### src/bau_pkg.sv
// Buddy allocator package: shared codes, command/status structs and slot word.
// No dependencies; imported by every module of the buddy allocator unit.
package bau_pkg;

  localparam int ORD_W = 5;
  localparam int REQ_W = 17;
  localparam int OFF_W = 16;
  localparam int FB_W  = 17;

  typedef enum logic [4:0] {
    ST_CLEAR,
    ST_IDLE,
    ST_DISPATCH,
    ST_WANT,
    ST_FIND,
    ST_POP_RD,
    ST_POP_TAKE,
    ST_SPLIT,
    ST_SLOT_RD,
    ST_SLOT_CHK,
    ST_MERGE_CHK,
    ST_BUDDY_CHK,
    ST_SRCH_RD,
    ST_SRCH_CHK,
    ST_SHIFT_RD,
    ST_SHIFT_WR,
    ST_MERGE,
    ST_PUSH,
    ST_RESULT
  } state_e;

  typedef enum logic [4:0] {
    OP_NONE,
    OP_CLEAR,
    OP_LOAD,
    OP_WANT_STEP,
    OP_SET_WANT,
    OP_FIND_STEP,
    OP_POP_RD,
    OP_POP_TAKE,
    OP_SPLIT,
    OP_GRANT,
    OP_SLOT_RD,
    OP_FREE_MARK,
    OP_BUDDY_RD,
    OP_SRCH_RD,
    OP_SRCH_NEXT,
    OP_SHIFT_RD,
    OP_SHIFT_WR,
    OP_MERGE,
    OP_PUSH
  } dp_op_e;

  typedef struct packed {
    dp_op_e op;
    logic   out_load;
  } dp_cmd_t;

  typedef struct packed {
    logic clr_done;
    logic is_free;
    logic want_more;
    logic want_fail;
    logic cur_over;
    logic cur_empty;
    logic split_more;
    logic off_ok;
    logic blk_ok;
    logic at_top;
    logic buddy_free;
    logic srch_end;
    logic match;
    logic shift_end;
  } dp_stat_t;

  typedef struct packed {
    logic [ORD_W-1:0] order;
    logic             free;
    logic             live;
  } slot_t;

endpackage

### src/bau_ctrl.sv
// Buddy allocator controller: sequences allocate, split, free and merge steps.
// Depends on bau_pkg; drives the datapath by dp_cmd_t, reads dp_stat_t.
module bau_ctrl (
  input  logic              clk_i,
  input  logic              rst_ni,
  input  logic              in_valid_i,
  output logic              in_ready_o,
  output logic              out_valid_o,
  input  logic              out_ready_i,
  input  bau_pkg::dp_stat_t stat_i,
  output bau_pkg::dp_cmd_t  cmd_o
);
  import bau_pkg::*;

  state_e state_q, state_d;
  logic   out_valid_q, out_valid_d;

  always_ff @(posedge clk_i or negedge rst_ni) begin
    if (!rst_ni) begin
      state_q     <= ST_CLEAR;
      out_valid_q <= 1'b0;
    end else begin
      state_q     <= state_d;
      out_valid_q <= out_valid_d;
    end
  end

  always_comb begin
    state_d      = state_q;
    cmd_o.op     = OP_NONE;
    cmd_o.out_load = 1'b0;
    unique case (state_q)
      ST_CLEAR: begin
        cmd_o.op = OP_CLEAR;
        if (stat_i.clr_done) state_d = ST_IDLE;
      end
      ST_IDLE: begin
        if (in_valid_i) begin
          cmd_o.op = OP_LOAD;
          state_d  = ST_DISPATCH;
        end
      end
      ST_DISPATCH: begin
        if (!stat_i.is_free) state_d = ST_WANT;
        else if (stat_i.off_ok) state_d = ST_SLOT_RD;
        else state_d = ST_RESULT;
      end
      ST_WANT: begin
        if (stat_i.want_more) cmd_o.op = OP_WANT_STEP;
        else if (stat_i.want_fail) state_d = ST_RESULT;
        else begin
          cmd_o.op = OP_SET_WANT;
          state_d  = ST_FIND;
        end
      end
      ST_FIND: begin
        if (stat_i.cur_over) state_d = ST_RESULT;
        else if (stat_i.cur_empty) cmd_o.op = OP_FIND_STEP;
        else state_d = ST_POP_RD;
      end
      ST_POP_RD: begin
        cmd_o.op = OP_POP_RD;
        state_d  = ST_POP_TAKE;
      end
      ST_POP_TAKE: begin
        cmd_o.op = OP_POP_TAKE;
        state_d  = ST_SPLIT;
      end
      ST_SPLIT: begin
        if (stat_i.split_more) cmd_o.op = OP_SPLIT;
        else begin
          cmd_o.op = OP_GRANT;
          state_d  = ST_RESULT;
        end
      end
      ST_SLOT_RD: begin
        cmd_o.op = OP_SLOT_RD;
        state_d  = ST_SLOT_CHK;
      end
      ST_SLOT_CHK: begin
        if (stat_i.blk_ok) begin
          cmd_o.op = OP_FREE_MARK;
          state_d  = ST_MERGE_CHK;
        end else state_d = ST_RESULT;
      end
      ST_MERGE_CHK: begin
        if (stat_i.at_top) state_d = ST_PUSH;
        else begin
          cmd_o.op = OP_BUDDY_RD;
          state_d  = ST_BUDDY_CHK;
        end
      end
      ST_BUDDY_CHK: begin
        state_d = stat_i.buddy_free ? ST_SRCH_RD : ST_PUSH;
      end
      ST_SRCH_RD: begin
        if (stat_i.srch_end) state_d = ST_PUSH;
        else begin
          cmd_o.op = OP_SRCH_RD;
          state_d  = ST_SRCH_CHK;
        end
      end
      ST_SRCH_CHK: begin
        if (stat_i.match) state_d = ST_SHIFT_RD;
        else begin
          cmd_o.op = OP_SRCH_NEXT;
          state_d  = ST_SRCH_RD;
        end
      end
      ST_SHIFT_RD: begin
        if (stat_i.shift_end) state_d = ST_MERGE;
        else begin
          cmd_o.op = OP_SHIFT_RD;
          state_d  = ST_SHIFT_WR;
        end
      end
      ST_SHIFT_WR: begin
        cmd_o.op = OP_SHIFT_WR;
        state_d  = ST_SHIFT_RD;
      end
      ST_MERGE: begin
        cmd_o.op = OP_MERGE;
        state_d  = ST_MERGE_CHK;
      end
      ST_PUSH: begin
        cmd_o.op = OP_PUSH;
        state_d  = ST_RESULT;
      end
      ST_RESULT: begin
        if (!out_valid_q || out_ready_i) begin
          cmd_o.out_load = 1'b1;
          state_d        = ST_IDLE;
        end
      end
      default: state_d = ST_IDLE;
    endcase
  end

  always_comb begin
    out_valid_d = out_valid_q;
    if (cmd_o.out_load) out_valid_d = 1'b1;
    else if (out_ready_i) out_valid_d = 1'b0;
  end

  assign in_ready_o  = (state_q == ST_IDLE);
  assign out_valid_o = out_valid_q;

endmodule

### config.mk
export PLATFORM = sky130hd
export DESIGN_NAME = bau_ctrl
export DESIGN_NICKNAME = d
export VERILOG_FILES = /design/src/bau_pkg.sv /design/src/bau_ctrl.sv
export SDC_FILE = /design/constraint.sdc
export NUM_CORES = 1
export LEC_CHECK = 0
export BUFFER_PORTS_ARGS = -buffer_cell sky130_fd_sc_hd__buf_2
export CAP_MARGIN = 40
export CORE_MARGIN = 5
export CORE_UTILIZATION = 35
export CTS_CLUSTER_SIZE = 28
export DETAILED_ROUTE_END_ITERATION = 7
export GPL_ROUTABILITY_DRIVEN = 0
export PLACE_DENSITY = 0.54
export SYNTH_ARGS = -nofsm -noshare
export SYNTH_HDL_FRONTEND = slang
export SYNTH_SLANG_ARGS = --single-unit
export TNS_END_PERCENT = 20
### constraint.sdc
create_clock -name clk_i -period 1.9 [get_ports clk_i]
set_input_delay 0.475 -clock clk_i [delete_from_list [all_inputs] [get_ports clk_i]]
set_output_delay 0.475 -clock clk_i [all_outputs]
set_load 0.02 [all_outputs]
==> results.json, run 1 <==
{
  "dpl-instance-area_um2": 1320,
  "ys_seq_area_share_pct": 16.0,
  "setup_viol": 7,
  "cts-root-buf": "clkbuf_4",
  "multiInputGateArea_um2": 785,
  "slew_headroom_pct": 65.8,
  "fin_tns_setup_ps": -1320,
  "synth_area_leader_cell": "dfrtp_1",
  "regArea_um2": 155,
  "area_growth_pct": 62.2,
  "first_pass_iters": 5,
  "cpMostUsedCell": "buf_6",
  "wirelength_um": 4040,
  "insertion_delay_ps": 240,
  "reg2reg_from": "state_q[3]",
  "postLayoutSetupSlackWorst_ps": -252,
  "grt_pass1_wl_um": 6310,
  "die_y_um": 61.9,
  "status": "complete, but fails checks",
  "maxSlewViolCount": 0,
  "antenna_cells_inserted": 0,
  "start_kind": "register",
  "clock-sinks": 6,
  "netlist_instances": 126,
  "syn-num-nets": 144,
  "netlist_top_cells_area": "dfrtp_1 (16%), a32oi_1 (4.7%), nand2b_1 (4.0%), nand4_1 (4.0%), nor3_1 (3.7%)",
  "nFillCells": 242,
  "cts_made_buffers": 3,
  "synth_top_area_share_pct": 16.0,
  "clk_pin_slew_worst_paths_ps": 50,
  "fp-row-count": 18,
  "worst_pin_slew_ps": 500,
  "clockBufferDepth": 2,
  "hpwl_um": 2900,
  "vias": 1335,
  "crit_required_ps": 1420,
  "ys_seq_elements": 6,
  "max_freq_mhz": 465,
  "crit_slowest_cell": "dfrtp_2",
  "hold_path_class": "input port to asynchronous set/reset pin",
  "dr_wl_met3_um": 289,
  "cts_tree": "done",
  "cts-hold-fix-buffers": 0,
  "grt_usage_pct": 22.6,
  "grt_setup_unrepaired": "true",
  "crit_fanout": 6,
  "htreeDepth": 1,
  "min_period_over_period_pct": 113,
  "grt_pass1_vias": 1379,
  "ant_nets": 0,
  "yosysWarnings": 0,
  "place_inst": 206,
  "reg2regPathDepth": 6,
  "max_stage_delay_ps": 460,
  "synth_area_um2": 941,
  "fin_cells": 216,
  "totalPowerFinal_mw": 2.53,
  "critical_path_arrival_ps": 1680,
  "place_ws_ps": -126,
  "detail_route.iter0.violations": 97,
  "reg2reg_slack_ps": 20,
  "synth.most_common_cell": "nand2_1",
  "synthArstFlopShare_pct": 100,
  "final_nets": 206,
  "violations": "setup timing",
  "hold_viol_final": 0,
  "final_area_um2": 1530,
  "route.detailed.drc": 0,
  "wl_met2_um": 1980,
  "avgSynthCellArea_um2": 7.47,
  "grt_overflow": 0,
  "period_needed_ps": 2150,
  "hold_slack_ps": 42.6,
  "met1_length_um": 1670,
  "p_leak_nw": 0.671,
  "finalClockSkew_ps": 4.79,
  "die-area_um2": 3830,
  "synthDistinctLibCells": 47,
  "drive_gt1_share_pct": 51.1,
  "start_util_pct": 37.3,
  "crit_type": "register to output pin",
  "vdd_ir_drop_max_mv": 1.24,
  "path_cells": "buf_6, nor3b_4, and2_4, nor4_4, nand3_1, buf_6",
  "synthTopCellsByCount": "nand2_1 (8), nor2_1 (7), nor3_1 (7)",
  "ios": 26,
  "die-width_um": 61.9,
  "p_per_area_nw_per_um2": 1650,
  "fin_util_pct": 60.5,
  "synth_edf_count": 0,
  "core_um2": 2520,
  "grt_max_degree": 13,
  "r2r_end": "state_q[0]",
  "io_buffers": 25,
  "ys.flop_type": "dfrtp_1",
  "timing.max_cap.violations": 0,
  "avgRoutedWirePerCell_um": 18.7,
  "end_kind": "output pin",
  "antenna_found_initial": 0,
  "highest_layer": "met4",
  "post_drt_via_cell_ratio": 6.18
}
-- flip-flops by register name (all words and copies together) (netlist names) --
signal and cells:
out_valid_o 1, state_q 5
-- critical path, delay by kind of cell, from the launching register on --
family / cells / cell delay (ps)
and+or+nand+nor: 4 / 680
DFF: 1 / 460
buffers and inverters: 2 / 300
-- logic make-up after synthesis --
family / synth area share, %
flip-flops: 16.0
AO/OA/AOI/OAI: 26.3
multiplexers: 4.39
AND/OR/NAND/NOR: 43.4
buffers and inverters: 9.97
-- per-layer routing --
metal | vias up | global-route usage (%)
li1 | 621 | -
met1 | 634 | 25.8
met2 | 66 | 39.9
met3 | 14 | 5.37
met4 | 0 | 10.0
met5 | - | 0
-- worst max path at each step --
stage          startpoint       end  depth (start not counted)
6_report       state_q[2]  cmd_o[1]                          6
5_1_grt        state_q[2]  cmd_o[1]                          6
4_1_cts        state_q[2]  cmd_o[1]                          6
3_5_place_dp   state_q[3]  cmd_o[1]                          6
3_3_place_gp   state_q[3]  cmd_o[1]                          6
2_1_floorplan  state_q[1]  cmd_o[4]                          7
-- cell usage in the layout, fill, tap and decap left out, drive strengths merged, types with 4 or more instances in the layout --
cell type and count:
o21ai 7, nor2 7, nand2 8, a32oi 5
buf 69, nand3 4, nor4 6, nor3 7
nand4 6, a21oi 5, nand2b 6, inv 5
dfrtp 6
-- final cells by class --
class / instances / share of cell area [%]
inverters: 5 / 1.23
well taps: 30 / 2.46
repair buffers: 69 / 33.3
multi-input cells: 103 / 51.4
flip-flops and latches: 6 / 10.2
clock buffers: 3 / 1.48
-- power by group --
part,total [mW],internal (mW),switching (mW)
registers,0.276,0.190,0.0859
clock network,0.116,0.0714,0.0448
logic,2.13,1.03,1.11
total,2.53,1.29,1.24
-- what timing repair did --
action	in CTS	in global routing
cloned	0	0
endpoints found under the setup margin	7	8
endpoints found under the hold margin	0	0
pin swaps	6	2
gates resized for setup	28	7
setup buffers	7	0
Power figures use the tool's default switching activity.
==> run 2, diff against run 1 <==
--- a/config.mk
+++ b/config.mk
@@ -7,12 +7,14 @@
 export LEC_CHECK = 0
 export BUFFER_PORTS_ARGS = -buffer_cell sky130_fd_sc_hd__buf_2
 export CAP_MARGIN = 40
+export CELL_PAD_IN_SITES_DETAIL_PLACEMENT = 0
+export CELL_PAD_IN_SITES_GLOBAL_PLACEMENT = 2
 export CORE_MARGIN = 5
-export CORE_UTILIZATION = 35
+export CORE_UTILIZATION = 28
 export CTS_CLUSTER_SIZE = 28
 export DETAILED_ROUTE_END_ITERATION = 7
 export GPL_ROUTABILITY_DRIVEN = 0
-export PLACE_DENSITY = 0.54
+export PLACE_DENSITY = 0.75
 export SYNTH_ARGS = -nofsm -noshare
 export SYNTH_HDL_FRONTEND = slang
 export SYNTH_SLANG_ARGS = --single-unit
==> run 2 against run 1 <==
The run still ends with setup timing left. Clock skew about the same. Die area increased by 21%. Sequential power increased by 5%. Clock power about the same. Count of clock-buffer cells in the layout unchanged. Wire length decreased by 4.4%. First-iteration DRC count increased by 42%. Largest cell class unchanged.
==> results.json, run 2 (synthesis results as in run 1) <==
{
  "crit_fanout": 6,
  "critical_path_arrival_ps": 1650,
  "grt_overflow": 0,
  "largest_reg_flops": 5,
  "io_buffers": 25,
  "period_needed_ps": 2120,
  "route.detailed.drc": 0,
  "clockBufferDepth": 2,
  "start_kind": "register",
  "fin_util_pct": 49.1,
  "finalClockSkew_ps": 4.86,
  "grt_usage_pct": 17.4,
  "reg2reg_slack_ps": -30,
  "min_period_over_period_pct": 112,
  "status": "complete, but fails checks",
  "cts-hold-fix-buffers": 0,
  "timing.max_cap.violations": 0,
  "vdd_ir_drop_max_mv": 0.704,
  "cts_made_buffers": 3,
  "drive_gt1_share_pct": 54.2,
  "area_growth_pct": 71.5,
  "nFillCells": 328,
  "place_inst": 226,
  "grt_pass1_vias": 1365,
  "clock-sinks": 6,
  "cts-root-buf": "clkbuf_4",
  "p_per_area_nw_per_um2": 1670,
  "final_cell_mix": "buf_4 (44), buf_2 (21), nand2_1 (8)",
  "vias": 1337,
  "max_freq_mhz": 472,
  "ios": 26,
  "fp-row-count": 21,
  "crit_type": "register to output pin",
  "first_pass_iters": 4,
  "antenna_cells_inserted": 0,
  "hold_viol_final": 0,
  "grt_max_degree": 13,
  "multiInputGateArea_um2": 803,
  "fin_cells": 236,
  "setup_viol": 8,
  "r2r_end": "state_q[1]",
  "end_kind": "output pin",
  "hold_slack_ps": 52.2,
  "antenna_found_initial": 0,
  "maxSlewViolCount": 0,
  "violations": "setup timing",
  "htreeDepth": 1,
  "layout_commonest_cell": "buf_4",
  "grt_pass1_wl_um": 6290,
  "post_drt_via_cell_ratio": 5.67,
  "hold_path_class": "input port to asynchronous set/reset pin",
  "ant_nets": 0,
  "hpwl_um": 3020,
  "reg2reg_from": "state_q[1]",
  "reg2regPathDepth": 8,
  "final_nets": 210,
  "wirelength_um": 3860,
  "insertion_delay_ps": 240,
  "regArea_um2": 156,
  "clk_pin_slew_worst_paths_ps": 50,
  "crit_required_ps": 1420,
  "top_register": "state_q",
  "start_util_pct": 28.6,
  "core_um2": 3280,
  "p_leak_nw": 0.712,
  "postLayoutSetupSlackWorst_ps": -220,
  "die_y_um": 68.0,
  "avgRoutedWirePerCell_um": 16.4,
  "slew_headroom_pct": 74.9,
  "die-width_um": 68.0,
  "detail_route.iter0.violations": 138,
  "worst_pin_slew_ps": 367,
  "cts_tree": "done",
  "die-area_um2": 4620,
  "grt_setup_unrepaired": "true"
}
[run 2: cell type report]
type                       count  share of cell area (%)
clock buffer                   3                    1.40
inverter                       5                    1.16
multi-input combinational    103                    49.8
sequential                     6                    9.69
tap                           46                    3.57
timing repair buffer          73                    34.4
[run 2: worst max-delay path: stages, from the launching register on]
cell and delay (ps):
dfrtp_2 460, buf_4 170, nand2b_4 90, a211oi_1 50, buf_4 150, nor4_4 220
nand3_1 100, buf_2 170
[run 2: worst max path at each step]
stage                     slack (ps)  cells past startpoint  endpoint  startpoint
after floorplan                   20                      7  cmd_o[4]  state_q[1]
after detailed placement        -130                      6  cmd_o[1]  state_q[3]
after global placement          -140                      6  cmd_o[1]   stat_i[8]
final                           -220                      7  cmd_o[1]  state_q[1]
after CTS                       -250                      6  cmd_o[4]  state_q[1]
after global routing            -290                      6  cmd_o[4]  state_q[4]
[run 2: per-stage QoR]
stage / cell area [um2] / total power [mW] / setup slack, ps / TNS [ps]
floorplan: 941 / 1.33 / 20.4 / 0
global placement: 1370 / 2.12 / -144 / -191
detailed placement: 1370 / 2.12 / -128 / -282
CTS: 1530 / 2.51 / -246 / -1280
global route: 1610 / 2.88 / -294 / -1780
finish: 1610 / 2.69 / -220 / -1150
[run 2: routing by layer]
layer	GRT usage, %	vias up	routed length (um)
li1	-	627	-
met1	21.1	640	1620
met2	29.7	54	1870
met3	2.79	16	265
met4	8.44	0	107
met5	0	-	0
[run 2: timing repair]
item                                   in CTS  in global routing
cloned                                      1                  0
setup endpoints to repair                   8                  9
resized for setup                          21                 13
buffers inserted                            4                  2
pin swaps                                   4                  4
endpoints found under the hold margin       0                  0
[run 2: where the power goes]
group	total (mW)	switching (mW)	leakage (nW)	internal, mW
Combinational	2.29	1.11	0.628	1.18
Clock	0.113	0.0416	0.0138	0.0712
Sequential	0.291	0.0989	0.0706	0.192
Total	2.69	1.25	0.712	1.45
==> run 3, diff against run 2 <==
--- a/config.mk
+++ b/config.mk
@@ -15,6 +15,7 @@
 export DETAILED_ROUTE_END_ITERATION = 7
 export GPL_ROUTABILITY_DRIVEN = 0
 export PLACE_DENSITY = 0.75
+export SKIP_LAST_GASP = 1
 export SYNTH_ARGS = -nofsm -noshare
 export SYNTH_HDL_FRONTEND = slang
 export SYNTH_SLANG_ARGS = --single-unit
==> run 3 against run 2 <==
The flow still finishes with violations (setup timing). Clock power hardly changed. Largest cell class unchanged. Fmax is 0.17% lower. Non-clock buffer count stayed put. Critical path type unchanged. First-iteration DRC count is 2.2% higher. Combinational power is 7% lower. Design area is 6.0% lower. Register-to-register slack better by 60 ps.
==> results.json, run 3 (synthesis results as in run 1) <==
{
  "status": "complete, but fails checks",
  "die-width_um": 68.0,
  "area_growth_pct": 61.2,
  "largest_reg_flops": 5,
  "totalPowerFinal_mw": 2.50,
  "cpMostUsedCell": "buf_4",
  "final_nets": 210,
  "clockBufferDepth": 2,
  "layout_commonest_cell": "buf_4",
  "worstSetupStartpoint": "state_q[1]",
  "hold_path_class": "input port to asynchronous set/reset pin",
  "final_cell_mix": "buf_4 (48), buf_2 (23), nand2_1 (8)",
  "power.switching_mw": 1.15,
  "die-area_um2": 4620,
  "path_cells": "buf_4, nand2b_4, a211oi_1, buf_4, nor4_2, nand3_1, buf_2",
  "top_register": "state_q",
  "grt_max_degree": 13,
  "route.detailed.drc": 0,
  "grt_pass1_wl_um": 6120,
  "max_stage_delay_ps": 440,
  "drive_gt1_share_pct": 50.0,
  "grt_usage_pct": 17.1,
  "detail_route.iter0.violations": 141,
  "wirelength_um": 3700,
  "worst-path-buf-inv": 3,
  "hold_viol_final": 0,
  "post_drt_via_cell_ratio": 5.63,
  "vias": 1329,
  "clkPwrFrac_pct": 4.5,
  "cts_made_buffers": 3,
  "ant_nets": 0,
  "io_buffers": 25,
  "timing.max_cap.violations": 0,
  "grt_overflow": 0,
  "first_pass_iters": 4,
  "maxSlewViolCount": 0,
  "crit_required_ps": 1420,
  "p_leak_nw": 0.689,
  "place_ws_ps": -128,
  "htreeDepth": 1,
  "critical_path_arrival_ps": 1650,
  "share_seq_of_total_power_pct": 10.9,
  "setup_viol": 7,
  "grt_pass1_vias": 1326,
  "nFillCells": 334,
  "violations": "setup timing",
  "met1_length_um": 1550,
  "insertion_delay_ps": 240,
  "cp_top_family": "buffers and inverters",
  "ios": 26,
  "power_frac_comb_pct": 84.5,
  "crit_fanout": 5,
  "dr_wl_met3_um": 253,
  "antenna_found_initial": 0,
  "max_freq_mhz": 471,
  "switching_share_pct": 46.1,
  "reg2reg_from": "state_q[3]",
  "clock-sinks": 6,
  "clk_pin_slew_worst_paths_ps": 50,
  "start_util_pct": 28.6,
  "fp-row-count": 21,
  "antenna_cells_inserted": 0,
  "worst_pin_slew_ps": 361,
  "die_y_um": 68.0,
  "postLayoutSetupSlackWorst_ps": -224,
  "cts_tree": "done",
  "crit_slowest_cell": "dfrtp_2",
  "period_needed_ps": 2120,
  "wl_met2_um": 1770,
  "vdd_ir_drop_max_mv": 0.663,
  "grt_setup_unrepaired": "true",
  "hpwl_um": 3020,
  "avgRoutedWirePerCell_um": 15.7,
  "p_per_area_nw_per_um2": 1650,
  "slew_headroom_pct": 75.3,
  "core_um2": 3280,
  "cts-hold-fix-buffers": 0,
  "end_kind": "output pin",
  "finalClockSkew_ps": 5.29,
  "min_period_over_period_pct": 112,
  "p_int_mw": 1.35,
  "cts-root-buf": "clkbuf_4",
  "crit_type": "register to output pin",
  "hold_slack_ps": 51.6,
  "highest_layer": "met4",
  "start_kind": "register"
}
[run 3: cell counts in the layout (fill, tap and decap cells not counted)]
Identical to the previous run, type by type.
[run 3: stage by stage]
stage	setup TNS, ps	instances	area [um2]	utilization (%)
2_1_floorplan	0	126	941	-
3_3_place_gp	-191	226	1370	41.7
3_5_place_dp	-282	226	1370	41.7
4_1_cts	-1510	234	1490	45.4
5_1_grt	-1990	236	1520	46.2
6_report	-1230	236	1520	46.2
[run 3: area by class of cell]
type                       instances  area [um2]  area share (%)
multi-input combinational        103         734            48.4
clock buffer                       3        22.5            1.49
timing repair buffer              73         528            34.8
tap                               46        57.6            3.80
sequential                         6         155            10.2
inverter                           5        18.8            1.24
[run 3: power by group through the flow]
stage	Sequential [mW]	Clock (mW)	Combinational [mW]
CTS	0.287	0.121	2.03
global placement	0.276	0	1.85
finish	0.274	0.113	2.12
detailed placement	0.283	0	1.84
global route	0.286	0.133	2.28
floorplan	0.229	0	1.10
[run 3: final timing paths]
check                                   end  slack [ps]  cells past startpoint
worst min register to register  out_valid_o         550                      2
max in group asynchronous        state_q[0]        1680                      1
worst max-delay path               cmd_o[1]        -220                      7
worst min-delay path            out_valid_o          50                      1
worst max register to register   state_q[0]          30                      6
min in group clk_i              out_valid_o         430                      2
[run 3: layer usage]
metal | vias up | global-route usage [%]
li1 | 628 | -
met3 | 11 | 2.63
met1 | 640 | 20.8
met5 | - | 0
met2 | 50 | 28.5
met4 | 0 | 9.18
[run 3: timing repair]
action	CTS	global route
gates cloned	1	0
resized for setup	10	3
buffers inserted	4	2
setup endpoints to repair	8	9
pin swaps	1	0
